$ cat src/hw/rtl/lmsb_pkg.sv
// Shared constants, codes, port structs and helpers for the LED matrix scan block.
package lmsb_pkg;

  localparam int ROWS          = 8;
  localparam int BYTES_PER_ROW = 3;
  localparam int FRAME_BYTES   = 24;

  localparam int MARK_IDX_A = 10;
  localparam int MARK_IDX_B = 13;
  localparam logic [7:0] MARK_BYTE = 8'h18;

  localparam int SCAN_SPAN = (ROWS * BYTES_PER_ROW > FRAME_BYTES) ?
                             ROWS * BYTES_PER_ROW : FRAME_BYTES;
  localparam int ROW_W  = $clog2(ROWS);
  localparam int CNT_W  = $clog2(FRAME_BYTES + 1);
  localparam int MEM_AW = $clog2(FRAME_BYTES);
  localparam int ADDR_W = $clog2(SCAN_SPAN + 1);
  localparam int BC_W   = $clog2(BYTES_PER_ROW + 1);

  typedef enum logic [2:0] {
    CMD_START     = 3'd0,
    CMD_WRITE     = 3'd1,
    CMD_READ_ADDR = 3'd2,
    CMD_READ_NEXT = 3'd3,
    CMD_SCAN      = 3'd4
  } cmd_e;

  typedef enum logic [1:0] {
    KIND_LATCH = 2'd0,
    KIND_SHIFT = 2'd1,
    KIND_REPLY = 2'd2
  } kind_e;

  typedef struct packed {
    logic              en;
    logic [ADDR_W-1:0] addr;
    logic [7:0]        data;
  } mem_wr_t;

  typedef struct packed {
    logic              en;
    logic [ADDR_W-1:0] addr;
  } mem_rd_t;

  // Power-on contents of one frame entry
  function automatic logic [7:0] frame_init(logic [MEM_AW-1:0] idx);
    logic [7:0] v;
    v = 8'h00;
    if (32'(idx) == MARK_IDX_A || 32'(idx) == MARK_IDX_B) v = MARK_BYTE;
    return v;
  endfunction

  function automatic logic [2:0] row_field(logic [ROW_W-1:0] row);
    logic [15:0] wide;
    wide = 16'(row);
    return wide[2:0];
  endfunction

  function automatic logic [4:0] count_field(logic [CNT_W-1:0] cnt);
    logic [15:0] wide;
    wide = 16'(cnt);
    return wide[4:0];
  endfunction

endpackage

$ cat src/hw/rtl/led_matrix_scan_with_bus_loaded_frame_core.sv
// Top level: bus-loaded frame store and row scan sequencer for a multiplexed LED matrix.
// Items arrive one at a time. Bus commands (start, write, reads) are handled while idle and
// a read reply leaves through the output register; a scan tick gives a latch/row-select
// result and then ROWS-independent 8 * BYTES_PER_ROW serial bits, one per cycle while the
// output is not stalled, so a scan tick occupies the block until its last bit is loaded.
// The bit rate is set by the single output register, which carries one result per
// cycle when not stalled; the frame-store read port fetches the next row byte during the
// last bit slot of the current one, so it never slows the bits. Input stall is held while a
// scan is in progress or the output register cannot be loaded.
module led_matrix_scan_with_bus_loaded_frame_core
  import lmsb_pkg::*;
(
  input  logic       clk_i,
  input  logic       rst_ni,
  input  logic       in_valid_i,
  output logic       in_stall_o,
  input  logic [2:0] in_cmd_i,
  input  logic [7:0] in_data_byte_i,
  input  logic       in_master_ack_i,
  output logic       out_valid_o,
  input  logic       out_stall_i,
  output logic [1:0] out_kind_o,
  output logic [2:0] out_row_select_o,
  output logic       out_serial_bit_o,
  output logic [4:0] out_read_data_o,
  output logic       out_last_o
);

  typedef enum logic {
    S_IDLE,
    S_BITS
  } state_e;

  state_e            state_q, state_d;
  logic [CNT_W-1:0]  cnt_q, cnt_d;
  logic [ROW_W-1:0]  row_q, row_d;
  logic [ROW_W-1:0]  row_next;
  logic [ADDR_W-1:0] addr_q, addr_d;
  logic [BC_W-1:0]   bcnt_q, bcnt_d;
  logic [2:0]        bit_q, bit_d;
  logic [7:0]        sh_q, sh_d;

  logic              out_valid_q, out_valid_d;
  kind_e             kind_q, kind_d;
  logic [2:0]        rsel_q, rsel_d;
  logic              sbit_q, sbit_d;
  logic [4:0]        rdat_q, rdat_d;
  logic              last_q, last_d;

  logic              out_free;
  logic              in_accept;
  logic              last_bit;
  mem_wr_t           mem_wr;
  mem_rd_t           mem_rd;
  logic [7:0]        mem_rdata;

  assign out_free   = !out_valid_q || !out_stall_i;
  assign in_stall_o = (state_q != S_IDLE) || !out_free;
  assign in_accept  = in_valid_i && !in_stall_o;
  assign row_next   = (row_q == ROW_W'(ROWS - 1)) ? '0 : row_q + 1'b1;
  assign last_bit   = (bcnt_q == BC_W'(BYTES_PER_ROW - 1)) && (bit_q == 3'd7);

  lmsb_frame_mem u_frame_mem (
    .clk_i     (clk_i),
    .rst_ni    (rst_ni),
    .wr_i      (mem_wr),
    .rd_i      (mem_rd),
    .rd_data_o (mem_rdata)
  );

  always_comb begin
    state_d     = state_q;
    cnt_d       = cnt_q;
    row_d       = row_q;
    addr_d      = addr_q;
    bcnt_d      = bcnt_q;
    bit_d       = bit_q;
    sh_d        = sh_q;
    out_valid_d = out_valid_q && out_stall_i;
    kind_d      = kind_q;
    rsel_d      = rsel_q;
    sbit_d      = sbit_q;
    rdat_d      = rdat_q;
    last_d      = last_q;
    mem_wr      = '{en: 1'b0, addr: ADDR_W'(cnt_q), data: in_data_byte_i};
    mem_rd      = '{en: 1'b0, addr: addr_q};

    case (state_q)
      S_IDLE: begin
        if (in_accept) begin
          case (cmd_e'(in_cmd_i))
            CMD_START: begin
              cnt_d = '0;
            end
            CMD_WRITE: begin
              if (cnt_q < CNT_W'(FRAME_BYTES)) begin
                mem_wr.en = 1'b1;
                cnt_d     = cnt_q + 1'b1;
              end
            end
            CMD_READ_ADDR, CMD_READ_NEXT: begin
              if (in_cmd_i == CMD_READ_ADDR || in_master_ack_i) begin
                out_valid_d = 1'b1;
                kind_d      = KIND_REPLY;
                rsel_d      = 3'd0;
                sbit_d      = 1'b0;
                rdat_d      = count_field(cnt_q);
                last_d      = 1'b1;
              end
            end
            CMD_SCAN: begin
              out_valid_d = 1'b1;
              kind_d      = KIND_LATCH;
              rsel_d      = row_field(row_q);
              sbit_d      = 1'b0;
              rdat_d      = 5'd0;
              last_d      = 1'b0;
              row_d       = row_next;
              addr_d      = ADDR_W'(row_next * BYTES_PER_ROW);
              mem_rd.en   = 1'b1;
              mem_rd.addr = ADDR_W'(row_next * BYTES_PER_ROW);
              bcnt_d      = '0;
              bit_d       = 3'd0;
              state_d     = S_BITS;
            end
            default: begin
            end
          endcase
        end
      end
      S_BITS: begin
        if (out_free) begin
          out_valid_d = 1'b1;
          kind_d      = KIND_SHIFT;
          rsel_d      = 3'd0;
          rdat_d      = 5'd0;
          last_d      = last_bit;
          // First bit of a byte comes straight from the memory read register
          if (bit_q == 3'd0) begin
            sbit_d = mem_rdata[7];
            sh_d   = {mem_rdata[6:0], 1'b0};
          end else begin
            sbit_d = sh_q[7];
            sh_d   = {sh_q[6:0], 1'b0};
          end
          bit_d = bit_q + 1'b1;
          if (bit_q == 3'd7) begin
            if (last_bit) begin
              state_d = S_IDLE;
            end else begin
              bcnt_d      = bcnt_q + 1'b1;
              addr_d      = addr_q + 1'b1;
              mem_rd.en   = 1'b1;
              mem_rd.addr = addr_q + 1'b1;
            end
          end
        end
      end
      default: begin
        state_d = S_IDLE;
      end
    endcase
  end

  always_ff @(posedge clk_i or negedge rst_ni) begin
    if (!rst_ni) begin
      state_q     <= S_IDLE;
      cnt_q       <= '0;
      row_q       <= '0;
      addr_q      <= '0;
      bcnt_q      <= '0;
      bit_q       <= 3'd0;
      sh_q        <= 8'h00;
      out_valid_q <= 1'b0;
      kind_q      <= KIND_LATCH;
      rsel_q      <= 3'd0;
      sbit_q      <= 1'b0;
      rdat_q      <= 5'd0;
      last_q      <= 1'b0;
    end else begin
      state_q     <= state_d;
      cnt_q       <= cnt_d;
      row_q       <= row_d;
      addr_q      <= addr_d;
      bcnt_q      <= bcnt_d;
      bit_q       <= bit_d;
      sh_q        <= sh_d;
      out_valid_q <= out_valid_d;
      kind_q      <= kind_d;
      rsel_q      <= rsel_d;
      sbit_q      <= sbit_d;
      rdat_q      <= rdat_d;
      last_q      <= last_d;
    end
  end

  assign out_valid_o      = out_valid_q;
  assign out_kind_o       = kind_q;
  assign out_row_select_o = rsel_q;
  assign out_serial_bit_o = sbit_q;
  assign out_read_data_o  = rdat_q;
  assign out_last_o       = last_q;

`ifndef SYNTH
  a_cnt_bounded: assert property (@(posedge clk_i) disable iff (!rst_ni)
    cnt_q <= CNT_W'(FRAME_BYTES))
    else $error("write count beyond frame size");

  a_reply_only_count: assert property (@(posedge clk_i) disable iff (!rst_ni)
    out_valid_o && out_kind_o != KIND_REPLY |-> out_read_data_o == 5'd0)
    else $error("read data on a non-reply item");

  a_latch_not_last: assert property (@(posedge clk_i) disable iff (!rst_ni)
    out_valid_o && out_kind_o == KIND_LATCH |-> !out_last_o)
    else $error("latch item flagged last");

  a_latch_then_bits: assert property (@(posedge clk_i) disable iff (!rst_ni)
    out_valid_o && !out_stall_i && out_kind_o == KIND_LATCH |=> state_q == S_BITS)
    else $error("scan left before its serial bits");
`endif

endmodule

$ cat src/hw/rtl/lmsb_frame_mem.sv
// Frame store: single-write, single-read memory with per-entry valid bits for reset contents.
module lmsb_frame_mem
  import lmsb_pkg::*;
(
  input  logic       clk_i,
  input  logic       rst_ni,
  input  mem_wr_t    wr_i,
  input  mem_rd_t    rd_i,
  output logic [7:0] rd_data_o
);

  logic [7:0]             mem [FRAME_BYTES];
  logic [FRAME_BYTES-1:0] valid_q;
  logic [7:0]             rd_data_q;
  logic [MEM_AW-1:0]      wr_idx;
  logic [MEM_AW-1:0]      rd_idx;
  logic                   wr_in_range;
  logic                   rd_in_range;

  assign wr_idx      = wr_i.addr[MEM_AW-1:0];
  assign rd_idx      = rd_i.addr[MEM_AW-1:0];
  assign wr_in_range = wr_i.addr < ADDR_W'(FRAME_BYTES);
  assign rd_in_range = rd_i.addr < ADDR_W'(FRAME_BYTES);

  always_ff @(posedge clk_i) begin
    if (wr_i.en && wr_in_range) begin
      mem[wr_idx] <= wr_i.data;
    end
  end

  always_ff @(posedge clk_i or negedge rst_ni) begin
    if (!rst_ni) begin
      valid_q <= '0;
    end else if (wr_i.en && wr_in_range) begin
      valid_q[wr_idx] <= 1'b1;
    end
  end

  // Out-of-store bytes read as zero; unwritten entries read their power-on value
  always_ff @(posedge clk_i) begin
    if (rd_i.en) begin
      if (!rd_in_range) begin
        rd_data_q <= 8'h00;
      end else if (valid_q[rd_idx]) begin
        rd_data_q <= mem[rd_idx];
      end else begin
        rd_data_q <= frame_init(rd_idx);
      end
    end
  end

  assign rd_data_o = rd_data_q;

endmodule

$ cat config.mk
export PLATFORM = sky130hd
export DESIGN_NAME = led_matrix_scan_with_bus_loaded_frame_core
export DESIGN_NICKNAME = d
export VERILOG_FILES = /design/src/hw/rtl/lmsb_pkg.sv /design/src/hw/rtl/led_matrix_scan_with_bus_loaded_frame_core.sv /design/src/hw/rtl/lmsb_frame_mem.sv
export SDC_FILE = /design/constraint.sdc
export NUM_CORES = 1
export LEC_CHECK = 0
export ABC_AREA = 1
export BUFFER_PORTS_ARGS = -buffer_cell sky130_fd_sc_hd__buf_2
export CAP_MARGIN = 40
export CORE_ASPECT_RATIO = 1.1
export CORE_MARGIN = 1.5
export CORE_UTILIZATION = 45
export DETAILED_ROUTE_END_ITERATION = 10
export HOLD_SLACK_MARGIN = 0.03
export SETUP_SLACK_MARGIN = 0.15
export SKIP_CTS_REPAIR_TIMING = 1
export SLEW_MARGIN = 0
export SYNTH_ARGS = -nofsm -noshare
export SYNTH_HDL_FRONTEND = slang
export SYNTH_SLANG_ARGS = --single-unit
$ cat constraint.sdc
create_clock -name clk_i -period 3.07 [get_ports clk_i]
set_input_delay 0 -clock clk_i [delete_from_list [all_inputs] [get_ports clk_i]]
set_output_delay 0 -clock clk_i [all_outputs]
set_load 0.005 [all_outputs]
==> summary.txt <==
Area delta synth->final: 16.78%
DRT iter0 DRCs: 626
Main synth FF type: edfxtp_1
Max Clock Skew: 15.53 ps
Synth area leader: edfxtp_1
Hold EP: u_frame_mem.valid_q[17]
Port Buffers: 29
Final Power: 11810 uW
Gr ovfl total: 0
Die area: 26470 um2
FF-to-FF End: u_frame_mem.rd_data_o[7]
Ys Warns: 0
Final Critical Period: 2772 ps
List of most frequent post-synthesis cells: nand2_1 (265), edfxtp_1 (200), nor2_1 (108), o21ai_0 (99), nand3_1 (86)
Initial antenna violation count: 0
Critical path data arrival time: 3070 ps
Synth top area cells: edfxtp_1 (52%), dfrtp_1 (14%), nand2_1 (8.7%)
Tcrit/Tclk final: 90.28%
Io pins: 30
CTS root buf: clkbuf_16
Drt drc: 0
FF-to-FF Start: row_q[0]
First-pass GRT wire length: 43.51 mm
Hold depth: 2
CP Launch Type: register
Unique cell type count in the Yosys netlist: 36
Vias in the first global route: 7579
Flip-flop and latch count after synthesis: 263
Worst-Skew Late Latency: 540 ps
Clock transition at path regs: 60 ps
Number of max-cap violations: 0
Reg2Reg Depth: 18
Post-synth EDFFs: 200
Die Ht: 170.5 um
Via count: 7988
Global-route usage over all layers: 21.80%
CP endpoint kind: register
Outcome: finished clean
Slew HR: 52.27%
Mapped cell area: 11470 um2
Setup_tns: 0 ps
Starting Density: 45.56%
N_diodes: 0
Leak pwr: 0.005497 uW
Max VDD drop: 0.5121 mV
Via/cell ratio: 5.336
Critical path type: register to register
Power per standard cell area: 881.1 nW/um2
Cell Rows: 61
GPL Wtd Cong: 0.8381
Num CTS Buffers: 27
Worst Hold Launch: u_frame_mem.valid_q[17]
CP Data Required Time: 3370 ps
CP max-delay cell: dfrtp_1
Async SR Flop Fraction: 23.95%
Critical path, cell by cell: ha_1 -> ha_4 -> xnor2_1 -> ha_1 -> inv_1 -> nand3_1 -> nand3_1 -> nand3_1 -> nand2_2 -> nor2_1 -> buf_6 -> buf_12 -> nand3_1 -> nand3_1 -> a21oi_2 -> nand2_1 -> nand2_1 -> nor2_1
Pins over their slew limit: 0
CORE AREA: 25190 um2
Layout cells sized above 1: 15.14%
Most common cell in the synthesized netlist: nand2_1
Post-Synthesis Cells: 1067
Syn avg cell area: 10.75 um2
Fin. Hold Viols: 0
Actual slew at the worst max-slew pin: 713.2 ps
DRT antenna net count: 0
Final Setup Violations: 0
Sequential-to-total area share from yosys stat: 66.08%
DRT Wirelength: 29.07 mm
Drt pass-1 iters: 5
CP Max Fanout: 12
Largest net degree at the start of global routing: 47
Avg WL per Cell: 19.42 um
RSZ-0062 raised after global routing: false
CTS tree: built
Die Wd: 155.3 um
NumNets Final: 1191
Most Frequent Cell on Critical Path: nand3_1
Clock sink total: 263
Yosys top cell area share: 52.34%
Fmax: 360.8 MHz
Hold Crit Class: register to register
HPWL after DPL: 18.32 mm
Worst-case clock buffer depth: 3
Peak per-stage delay on the critical path: 420 ps
Worst Hold Slack: 456.7 ps
Reg2reg setup slack: 300 ps
H-tree levels: 1
Fin util: 53.20%
Syn Nets: 1097
-- state kept, by name (all words and copies together) (netlist names), 2 cells and up --
register / cells
out_kind_o: 2
row_q: 3
bit_q: 3
out_read_data_o: 5
addr_q: 5
cnt_q: 5
sh_q: 7
out_row_select_o: 3
bcnt_q: 2
u_frame_mem.valid_q: 24
u_frame_mem.rd_data_o: 8
u_frame_mem.mem: 192
-- metrics by stage --
stage,cell area (um2),instances,setup WS [ps]
after global routing,13400,1497,126.0
after CTS,13000,1471,65.04
final,13400,1497,298.4
after floorplan,11470,1067,411.3
after global placement,12150,1420,146.1
after detailed placement,12170,1421,91.04
-- logic make-up after synthesis --
kind of cell             Yosys count  synth area share [%]
flip-flops                       263                 66.08
AO/OA/AOI/OAI                    154                 7.557
AND/OR/NAND/NOR                  506                 18.95
buffers and inverters            128                 5.735
adder cells (fa/ha/maj)           14                 1.527
XOR/XNOR                           2                0.1527
-- cells in the final DEF (no fill, tap or decap), drive strengths merged, types with 14 or more instances in the layout --
cell	count
nand2	274
inv	81
ha	14
o211ai	18
buf	91
o22ai	15
or2	25
nor2	110
dlygate4sd3	19
dfrtp	63
o21ai	105
nand3	91
clkinv	15
edfxtp	200
clkbuf	33
-- critical path: cells and delay by family, from the launching register on --
family	cells	cell delay [ps]
buffers and inverters	3	320
and+or+nand+nor	10	780
adders and majority gates	3	690
xor gates and xnor gates	1	120
DFF	1	420
AOI/OAI and AO/OA	1	180
-- routing by layer --
metal  vias to the layer above  routed length [um]  GRT usage, %
met5                         -                   0             0
met4                         0                 562         6.128
met3                        45                1519         2.928
met2                       222               14460         37.82
met1                      3895               12530         28.76
li1                       3826                   -             -
-- final cells by class --
class | instances | area [um2]
clock buffers | 32 | 694.4
clock inverters | 18 | 132.6
fillers | 2252 | 11790
inverters | 81 | 304.0
multi-input cells | 677 | 3348
flip-flops and latches | 263 | 7582
well taps | 315 | 394.1
repair buffers | 111 | 944.7
-- worst max-delay path by stage --
stage | endpoint | depth (start not counted) | slack (ps) | from
final | u_frame_mem.rd_data_o[7] | 18 | 300 | row_q[0]
after detailed placement | u_frame_mem.rd_data_o[0] | 16 | 90 | bit_q[0]
after global routing | u_frame_mem.rd_data_o[1] | 19 | 130 | row_q[0]
after global placement | u_frame_mem.rd_data_o[0] | 14 | 150 | row_q[0]
after CTS | u_frame_mem.rd_data_o[0] | 16 | 70 | bit_q[0]
after floorplan | u_frame_mem.rd_data_o[6] | 15 | 410 | row_q[0]
-- power by group --
| group | internal, uW | switching, uW |
|---|---|---|
| sequential | 4090 | 159 |
| clock | 1770 | 1330 |
| combinational | 1550 | 2900 |
Note: power is estimated with default switching activity, not from simulation.
